### config.mk
export PLATFORM = sky130hd
export DESIGN_NAME = sound_unit_register_file
export DESIGN_NICKNAME = d
export VERILOG_FILES = /design/src/sv/sndrf_pkg.sv /design/src/sv/sound_unit_register_file.sv
export SDC_FILE = /design/constraint.sdc
export NUM_CORES = 1
export LEC_CHECK = 0
export ABC_AREA = 1
export BUFFER_PORTS_ARGS = -buffer_cell sky130_fd_sc_hd__buf_2
export CAP_MARGIN = 10
export CORE_UTILIZATION = 60
export CTS_CLUSTER_SIZE = 25
export DETAILED_ROUTE_END_ITERATION = 12
export GPL_TIMING_DRIVEN = 0
export PLACE_DENSITY = 0.81
export SKIP_CTS_REPAIR_TIMING = 1
export SLEW_MARGIN = 20
export SYNTH_ARGS = -nofsm -noshare
export SYNTH_HDL_FRONTEND = slang
export SYNTH_SLANG_ARGS = --single-unit
### constraint.sdc
create_clock -name clk -period 5.81 [get_ports clk]
set_input_delay 0.2905 -clock clk [delete_from_list [all_inputs] [get_ports clk]]
set_output_delay 0.2905 -clock clk [all_outputs]
set_load 0.02 [all_outputs]
### src/sv/sndrf_pkg.sv
// types, address map and mask tables of the sound unit register file
// no dependencies
package sndrf_pkg;

  localparam logic REQ_READ  = 1'b0;
  localparam logic REQ_WRITE = 1'b1;

  localparam logic [15:0] REG_BASE  = 16'hFF10;
  localparam logic [15:0] WAVE_BASE = 16'hFF30;
  localparam int          REG_COUNT = 23;
  localparam int          REG_IDX_W = 5;
  localparam logic [7:0]  OPEN_BUS  = 8'hFF;

  typedef struct packed {
    logic        req_type;
    logic [15:0] bus_address;
    logic [7:0]  write_data;
  } snd_req_t;

  typedef struct packed {
    logic [7:0] read_data;
    logic       mapped;
  } snd_rsp_t;

  // per offset from REG_BASE
  localparam logic REG_MAPPED [REG_COUNT] = '{
    1'b1, 1'b1, 1'b1, 1'b1, 1'b1, 1'b0, 1'b1, 1'b1,
    1'b1, 1'b1, 1'b1, 1'b1, 1'b1, 1'b1, 1'b1, 1'b0,
    1'b1, 1'b1, 1'b1, 1'b1, 1'b1, 1'b1, 1'b1
  };
  localparam logic [7:0] REG_RESET [REG_COUNT] = '{
    8'h80, 8'hBF, 8'hF3, 8'hFF, 8'hBF, 8'hFF, 8'h3F, 8'h00,
    8'hFF, 8'hBF, 8'h7F, 8'hFF, 8'h9F, 8'hFF, 8'hBF, 8'hFF,
    8'hFF, 8'h00, 8'h00, 8'hBF, 8'h77, 8'hF3, 8'hF1
  };
  localparam logic [7:0] WR_MASK [REG_COUNT] = '{
    8'hFF, 8'hFF, 8'hFF, 8'hFF, 8'hFF, 8'h00, 8'hFF, 8'hFF,
    8'hFF, 8'hFF, 8'h80, 8'hFF, 8'h60, 8'hFF, 8'hC7, 8'h00,
    8'hFF, 8'hFF, 8'hFF, 8'hC0, 8'hFF, 8'hFF, 8'h80
  };
  localparam logic [7:0] RD_MASK [REG_COUNT] = '{
    8'hFF, 8'hC0, 8'hFF, 8'h00, 8'h78, 8'h00, 8'hFF, 8'hFF,
    8'h00, 8'h78, 8'hFF, 8'h00, 8'hFF, 8'h00, 8'h40, 8'h00,
    8'hFF, 8'hFF, 8'hFF, 8'h7F, 8'hFF, 8'hFF, 8'hFF
  };
  localparam logic [7:0] RD_FILL [REG_COUNT] = '{
    8'h00, 8'h00, 8'h00, 8'hFF, 8'h00, 8'hFF, 8'h00, 8'h00,
    8'hFF, 8'h00, 8'h00, 8'hFF, 8'h00, 8'hFF, 8'h00, 8'hFF,
    8'h00, 8'h00, 8'h00, 8'h00, 8'h00, 8'h00, 8'h00
  };

endpackage

### src/sv/sound_unit_register_file.sv
// latency: a request's response is valid in the cycle after the request is taken
// throughput: one request per cycle while the response register is empty or taken
// reset (rst_n, synchronous): registers return to their power-on values, the wave
// store clears to zero and no response is pending
// depends on sndrf_pkg
module sound_unit_register_file
  import sndrf_pkg::*;
#(
  parameter int WAVE_BYTES = 16
) (
  input  logic     clk,
  input  logic     rst_n,
  input  logic     in_valid,
  output logic     in_ready,
  input  snd_req_t in_req,
  output logic     out_valid,
  input  logic     out_ready,
  output snd_rsp_t out_rsp
);

  localparam int WIDX_W = $clog2(WAVE_BYTES);

  logic [7:0]  reg_r  [REG_COUNT];
  logic [7:0]  wave_r [WAVE_BYTES];
  logic        out_valid_r;
  snd_rsp_t    rsp_r;
  snd_rsp_t    rsp_nxt;

  logic              take;
  logic [15:0]       reg_off;
  logic [15:0]       wave_off;
  logic [REG_IDX_W-1:0] ridx;
  logic [WIDX_W-1:0] widx;
  logic              in_reg_range;
  logic              hit_reg;
  logic              hit_wave;
  logic              is_write;

  assign in_ready  = !out_valid_r || out_ready;
  assign take      = in_valid && in_ready;
  assign out_valid = out_valid_r;
  assign out_rsp   = rsp_r;
  assign is_write  = (in_req.req_type == REQ_WRITE);

  // address decode
  assign reg_off      = in_req.bus_address - REG_BASE;
  assign wave_off     = in_req.bus_address - WAVE_BASE;
  assign ridx         = reg_off[REG_IDX_W-1:0];
  assign widx         = wave_off[WIDX_W-1:0];
  assign in_reg_range = (in_req.bus_address >= REG_BASE) &&
                        (reg_off < 16'(REG_COUNT));
  assign hit_reg      = in_reg_range && REG_MAPPED[ridx];
  assign hit_wave     = (in_req.bus_address >= WAVE_BASE) &&
                        (wave_off < 16'(WAVE_BYTES));

  always_comb begin
    rsp_nxt.read_data = OPEN_BUS;
    rsp_nxt.mapped    = hit_reg || hit_wave;
    if (!is_write) begin
      if (hit_reg) begin
        rsp_nxt.read_data = (reg_r[ridx] & RD_MASK[ridx]) | RD_FILL[ridx];
      end else if (hit_wave) begin
        rsp_nxt.read_data = wave_r[widx];
      end
    end
  end

  always_ff @(posedge clk) begin
    if (!rst_n) begin
      for (int i = 0; i < REG_COUNT; i++) begin
        reg_r[i] <= REG_RESET[i];
      end
      for (int i = 0; i < WAVE_BYTES; i++) begin
        wave_r[i] <= 8'h00;
      end
    end else if (take && is_write) begin
      if (hit_reg) begin
        reg_r[ridx] <= (reg_r[ridx] & ~WR_MASK[ridx]) |
                       (in_req.write_data & WR_MASK[ridx]);
      end else if (hit_wave) begin
        wave_r[widx] <= in_req.write_data;
      end
    end
  end

  always_ff @(posedge clk) begin
    if (!rst_n) begin
      out_valid_r <= 1'b0;
    end else if (take) begin
      out_valid_r <= 1'b1;
    end else if (out_ready) begin
      out_valid_r <= 1'b0;
    end
  end

  always_ff @(posedge clk) begin
    if (take) begin
      rsp_r <= rsp_nxt;
    end
  end

endmodule

Yosys cells after proc, flatten, opt, wreduce, memory -nomap -nowiden
Memories as Yosys holds them, arrays and structs flattened.
Cells that the tools add are included.

storage, ports and cells
  bits in registers = 10
  bits in read-only memories = 800
  memories = 6
  output and inout bits = 11
  word-level logic and storage cells = 62
  bits in writable memories = 312

cells by class
  multiplexer cells = 28
  magnitude comparators = 5
  add/sub/neg operators = 2
  reductions and logical operators = 11
  bitwise operators = 7

memory list
  name              words  width  read ports  clocked after Yosys merged registers in  wr ports  line                            text
  (name not given)  32     8      1           0                                        0         sound_unit_register_file.sv:79  (in_req.write_data & WR_MASK[ridx]);
  (name not given)  32     8      1           0                                        0         sound_unit_register_file.sv:61  rsp_nxt.read_data = (reg_r[ridx] & RD_MASK[ridx]) | RD_FILL[ridx];
  (name not given)  32     8      1           0                                        0         sound_unit_register_file.sv:61
  reg_r             23     8      1           0                                        23        sound_unit_register_file.sv:23  logic [7:0] reg_r [REG_COUNT];
  wave_r            16     8      1           0                                        16        sound_unit_register_file.sv:24  logic [7:0] wave_r [WAVE_BYTES];
  (name not given)  32     1      1           0                                        0         sound_unit_register_file.sv:52  assign hit_reg = in_reg_range && REG_MAPPED[ridx];

operators by type and width
  operator                  number
  $mux W8                   10
  $ge A16 B16 Y1 const B    2
  $lt A16 B5 Y1 const B     2
  $sub A16 B16 Y16 const B  2
  $and A8 B8 Y8             3
  $mux W1                   16
  $or A8 B8 Y8              2
  $reduce_or A8 Y1          2
  $not A8 Y8                1
  $ge A6 B6 Y1 const B      1
  $not A5 Y6                1
  $logic_and A1 B1 Y1       5
  $mux W5                   1
  $mux W4                   1
  $logic_or A1 B1 Y1        2
  $reduce_bool A2 Y1        1
  $logic_not A1 Y1          1

Logic depth before layout (Yosys ltp)
  word-level depth = 12
  gate-level depth with buffers = 15
  depth with buffers taken out = 12

Worst setup path before layout
Ideal clock, no wire load.

  path type = input to register
  start = input in_req[9] (netlist name)
  end = memory reg_r[31][0], enable pin
  arrival time = 2.493 ns
  buffers on the path = 3
  library setup time = 0.383 ns
  stages on the path = 14
  path slack = 2.934 ns
  path through = inv_1 buf_1 clkbuf_1 ha_1 nand2_1 nor2_1 inv_2 nand3_1 nor2_1 nand3_2 nor2_4 nand2_1 clkbuf_1 nor3_1

RTL lines
  what         line                            text
  from (decl)  sound_unit_register_file.sv:15  input snd_req_t in_req,
  to (decl)    sound_unit_register_file.sv:23

==> results.sh <==
export IMPL_multi_input_area_mm2=0.00585
export IMPL_rsz0062_at_grt="false"
export IMPL_first_pass_iters=6
export IMPL_r2r_end="reg_r[25][7]"
export IMPL_r2r_cells=8
export IMPL_antennaDiodeCount=0
export IMPL_path_buf_inv=6
export IMPL_final_util_pct=67.4
export IMPL_crit_type="in -> reg"
export IMPL_p_leak_nw=9.71
export IMPL_critPathMaxStageDelay_ns=0.83
export IMPL_tightest_slew_ns=1.12
export IMPL_core_mm2=0.0318
export IMPL_r2r_slack_ns=3.01
export IMPL_io_buffers=39
export IMPL_synth_cells=2266
export IMPL_clkLatencyLatePin_ns=0.54
export IMPL_critPathCapture="reg_r[25][7]"
export IMPL_grt_pass1_vias=15200
export IMPL_ys_flop_type="edfxtp_1"
export IMPL_stdcell_count=2815
export IMPL_cp_start_kind="input pin"
export IMPL_post_synth_num_cell_types=32
export IMPL_clk_pin_slew_worst_paths_ns=0.05
export IMPL_tritoncts="built"
export IMPL_drtAntennaViolNets=0
export IMPL_layout_commonest_cell="nand2_1"
export IMPL_synth_edff_count=393
export IMPL_ios=40
export IMPL_drv_cap=0
export IMPL_peakVddDrop_v=0.000244
export IMPL_worstPathMaxFanout=12
export IMPL_fin_crit_ns=3.76
export IMPL_route_vias_total=15800
export IMPL_start_util_pct=61.3
export IMPL_drv_slew=0
export IMPL_final_cell_mix="nand2_1, edfxtp_1, inv_1"
export IMPL_ctsHtreeMaxLevel=2
export IMPL_wl_per_cell_um=20.8
export IMPL_switchingPower_mw=1.59
export IMPL_dp_cells=2748
export IMPL_vias_per_cell=5.61
export IMPL_grt_overflow=0
export IMPL_cts_buffer_depth=3
export IMPL_p_comb_share_pct=10.3
export IMPL_setup_tns_ns=0
export IMPL_internal_power_mw=4.62
export IMPL_r2r_start="out_valid"
export IMPL_period_share_pct=64.7
export IMPL_yosysWarnings=0
export IMPL_synthArstFlopShare_pct=0
export IMPL_fin_skew_ns=0.0196
export IMPL_grt_total_usage_pct=35.8
export IMPL_antenna_found_initial=1
export IMPL_cpLargestDelayFamily="simple AND/OR/NAND/NOR gates"
export IMPL_cellPowerDensity_mw_per_mm2=290
export IMPL_drc_errors=0
export IMPL_crit_path_end_kind="flop"
export IMPL_cts_buffers=41
export IMPL_fin_nets=2394
export IMPL_first_iter_violations=2159
export IMPL_critPathSlowestCell="nor3_2"
export IMPL_grt_pass1_wl_um=86500
export IMPL_regArea_mm2=0.0118
export IMPL_syn_area_per_cell_um2=8.61
export IMPL_fmax_ghz=0.266
export IMPL_grt_max_degree=14
export IMPL_die_width_um=182
export IMPL_swShare_pct=25.7
export IMPL_clockRootBuffer="clkbuf_16"
export IMPL_slew_headroom_pct=24.5
export IMPL_status="completed"
export IMPL_crit_arrival_ns=3.92
export IMPL_seqPwrFrac_pct=51.8
export IMPL_cp_depth=15
export IMPL_clkSinkCount=394
export IMPL_drt_wl_total_um=58500
export IMPL_syn_to_final_growth_pct=9.88
export IMPL_hpwl_um=42100
export IMPL_setup_viol=0
export IMPL_min_path_type="in -> reg"
export IMPL_synth_seq_area_share_pct=60.6
export IMPL_syn_area_mm2=0.0195
export IMPL_required_ns=5.97
export IMPL_critical_path_cell_chain="buf_2, inv_1, buf_1, clkbuf_1, ha_1, nand2_1, nor2_1, inv_2, nand3_1, nor2_1, nand3_2, nor2_4, nand2_1, clkbuf_1, nor3_2"
export IMPL_gp_congestion=1.00
export IMPL_dieHeight_um=182
export IMPL_drive_above_1_share_pct=8.07
export IMPL_power_frac_clock_pct=37.9
export IMPL_die_area_mm2=0.0332
export IMPL_ys_ff_latch=394
export IMPL_rows=65
export IMPL_crit_start="in_req[9]"
export IMPL_finalHoldViolCount=0
export IMPL_num_fill_cells=2565
-- tightest hold or removal path: stages --
cell	delay [ns]
buf_2	0.07
inv_1	0.03
nand2_1	0.08
a21oi_1	0.07
-- power by group through the flow --
stage                     combinational (mW)  clock [mW]  sequential [mW]
final                                  0.638        2.35             3.22
after global routing                   0.673        2.45             3.22
after CTS                              0.618        2.34             3.22
after detailed placement               0.615           0             3.28
after global placement                 0.605           0             3.27
after floorplan                        0.354           0             3.27
-- cells by family after synthesis --
| family | synth area share, % |
|---|---|
| buffers and inverters | 9.60 |
| AO/OA/AOI/OAI | 1.98 |
| AND/OR/NAND/NOR | 27.2 |
| other | 0.0192 |
| XOR/XNOR | 0.0449 |
| flip-flops | 60.6 |
| adder cells (fa/ha/maj) | 0.577 |
-- metal layers --
metal / GRT usage (%) / wire length (um)
met1: 43.4 / 20800
met2: 60.8 / 27900
met3: 5.33 / 5760
met4: 21.8 / 4090
met5: 0 / 8
-- synth_stat cells (5+ instances only) --
cell	number	area share, %
buf_1	15	0.29
edfxtp_1	393	60
nand3_2	5	0.26
o21ai_0	28	0.72
nor2_1	298	5.7
nand4_1	10	0.32
o211ai_1	14	0.54
nor2_2	5	0.16
o21ai_2	7	0.31
nand2_2	10	0.32
inv_1	358	6.9
clkinv_1	11	0.21
inv_2	12	0.23
nand2_1	808	16
buf_2	51	1.3
nand3_1	170	4.4
nor3_1	5	0.13
or2_2	5	0.16
ha_1	9	0.58
clkbuf_1	32	0.62
-- sequential cells by signal, summed over array words and instances (netlist names) --
name / cells
reg_r: 256
out_rsp: 9
wave_r: 128
out_valid: 1
-- through the flow --
stage	area, um^2	power [mW]	hold WS (ns)	setup WS [ns]
2_1_floorplan	19500	3.62	0.481	2.93
3_3_place_gp	20300	3.88	0.506	1.11
3_5_place_dp	20300	3.89	0.509	1.56
4_1_cts	21400	6.17	0.0631	2.10
5_1_grt	21400	6.34	0.0963	1.96
6_report	21400	6.21	0.0717	2.05
-- area by class of cell --
type / instances / area share (%)
buffer: 99 / 2.07
clock buffer: 52 / 4.98
clock inverter: 15 / 0.362
inverter: 381 / 6.67
multi-input combinational: 1399 / 27.3
sequential: 394 / 55.1
tap: 435 / 2.54
timing repair buffer: 40 / 0.946
-- how the worst min path moves through the flow --
stage	startpoint	endpoint	slack, ns	depth (start not counted)
6_report	out_ready	out_valid	0.07	4
2_1_floorplan	in_valid	out_valid	0.48	2
3_3_place_gp	out_valid	out_valid	0.51	2
5_1_grt	out_ready	out_valid	0.1	4
3_5_place_dp	out_valid	out_valid	0.51	2
4_1_cts	out_ready	out_valid	0.06	4
Note: power is estimated with default switching activity, not from simulation.
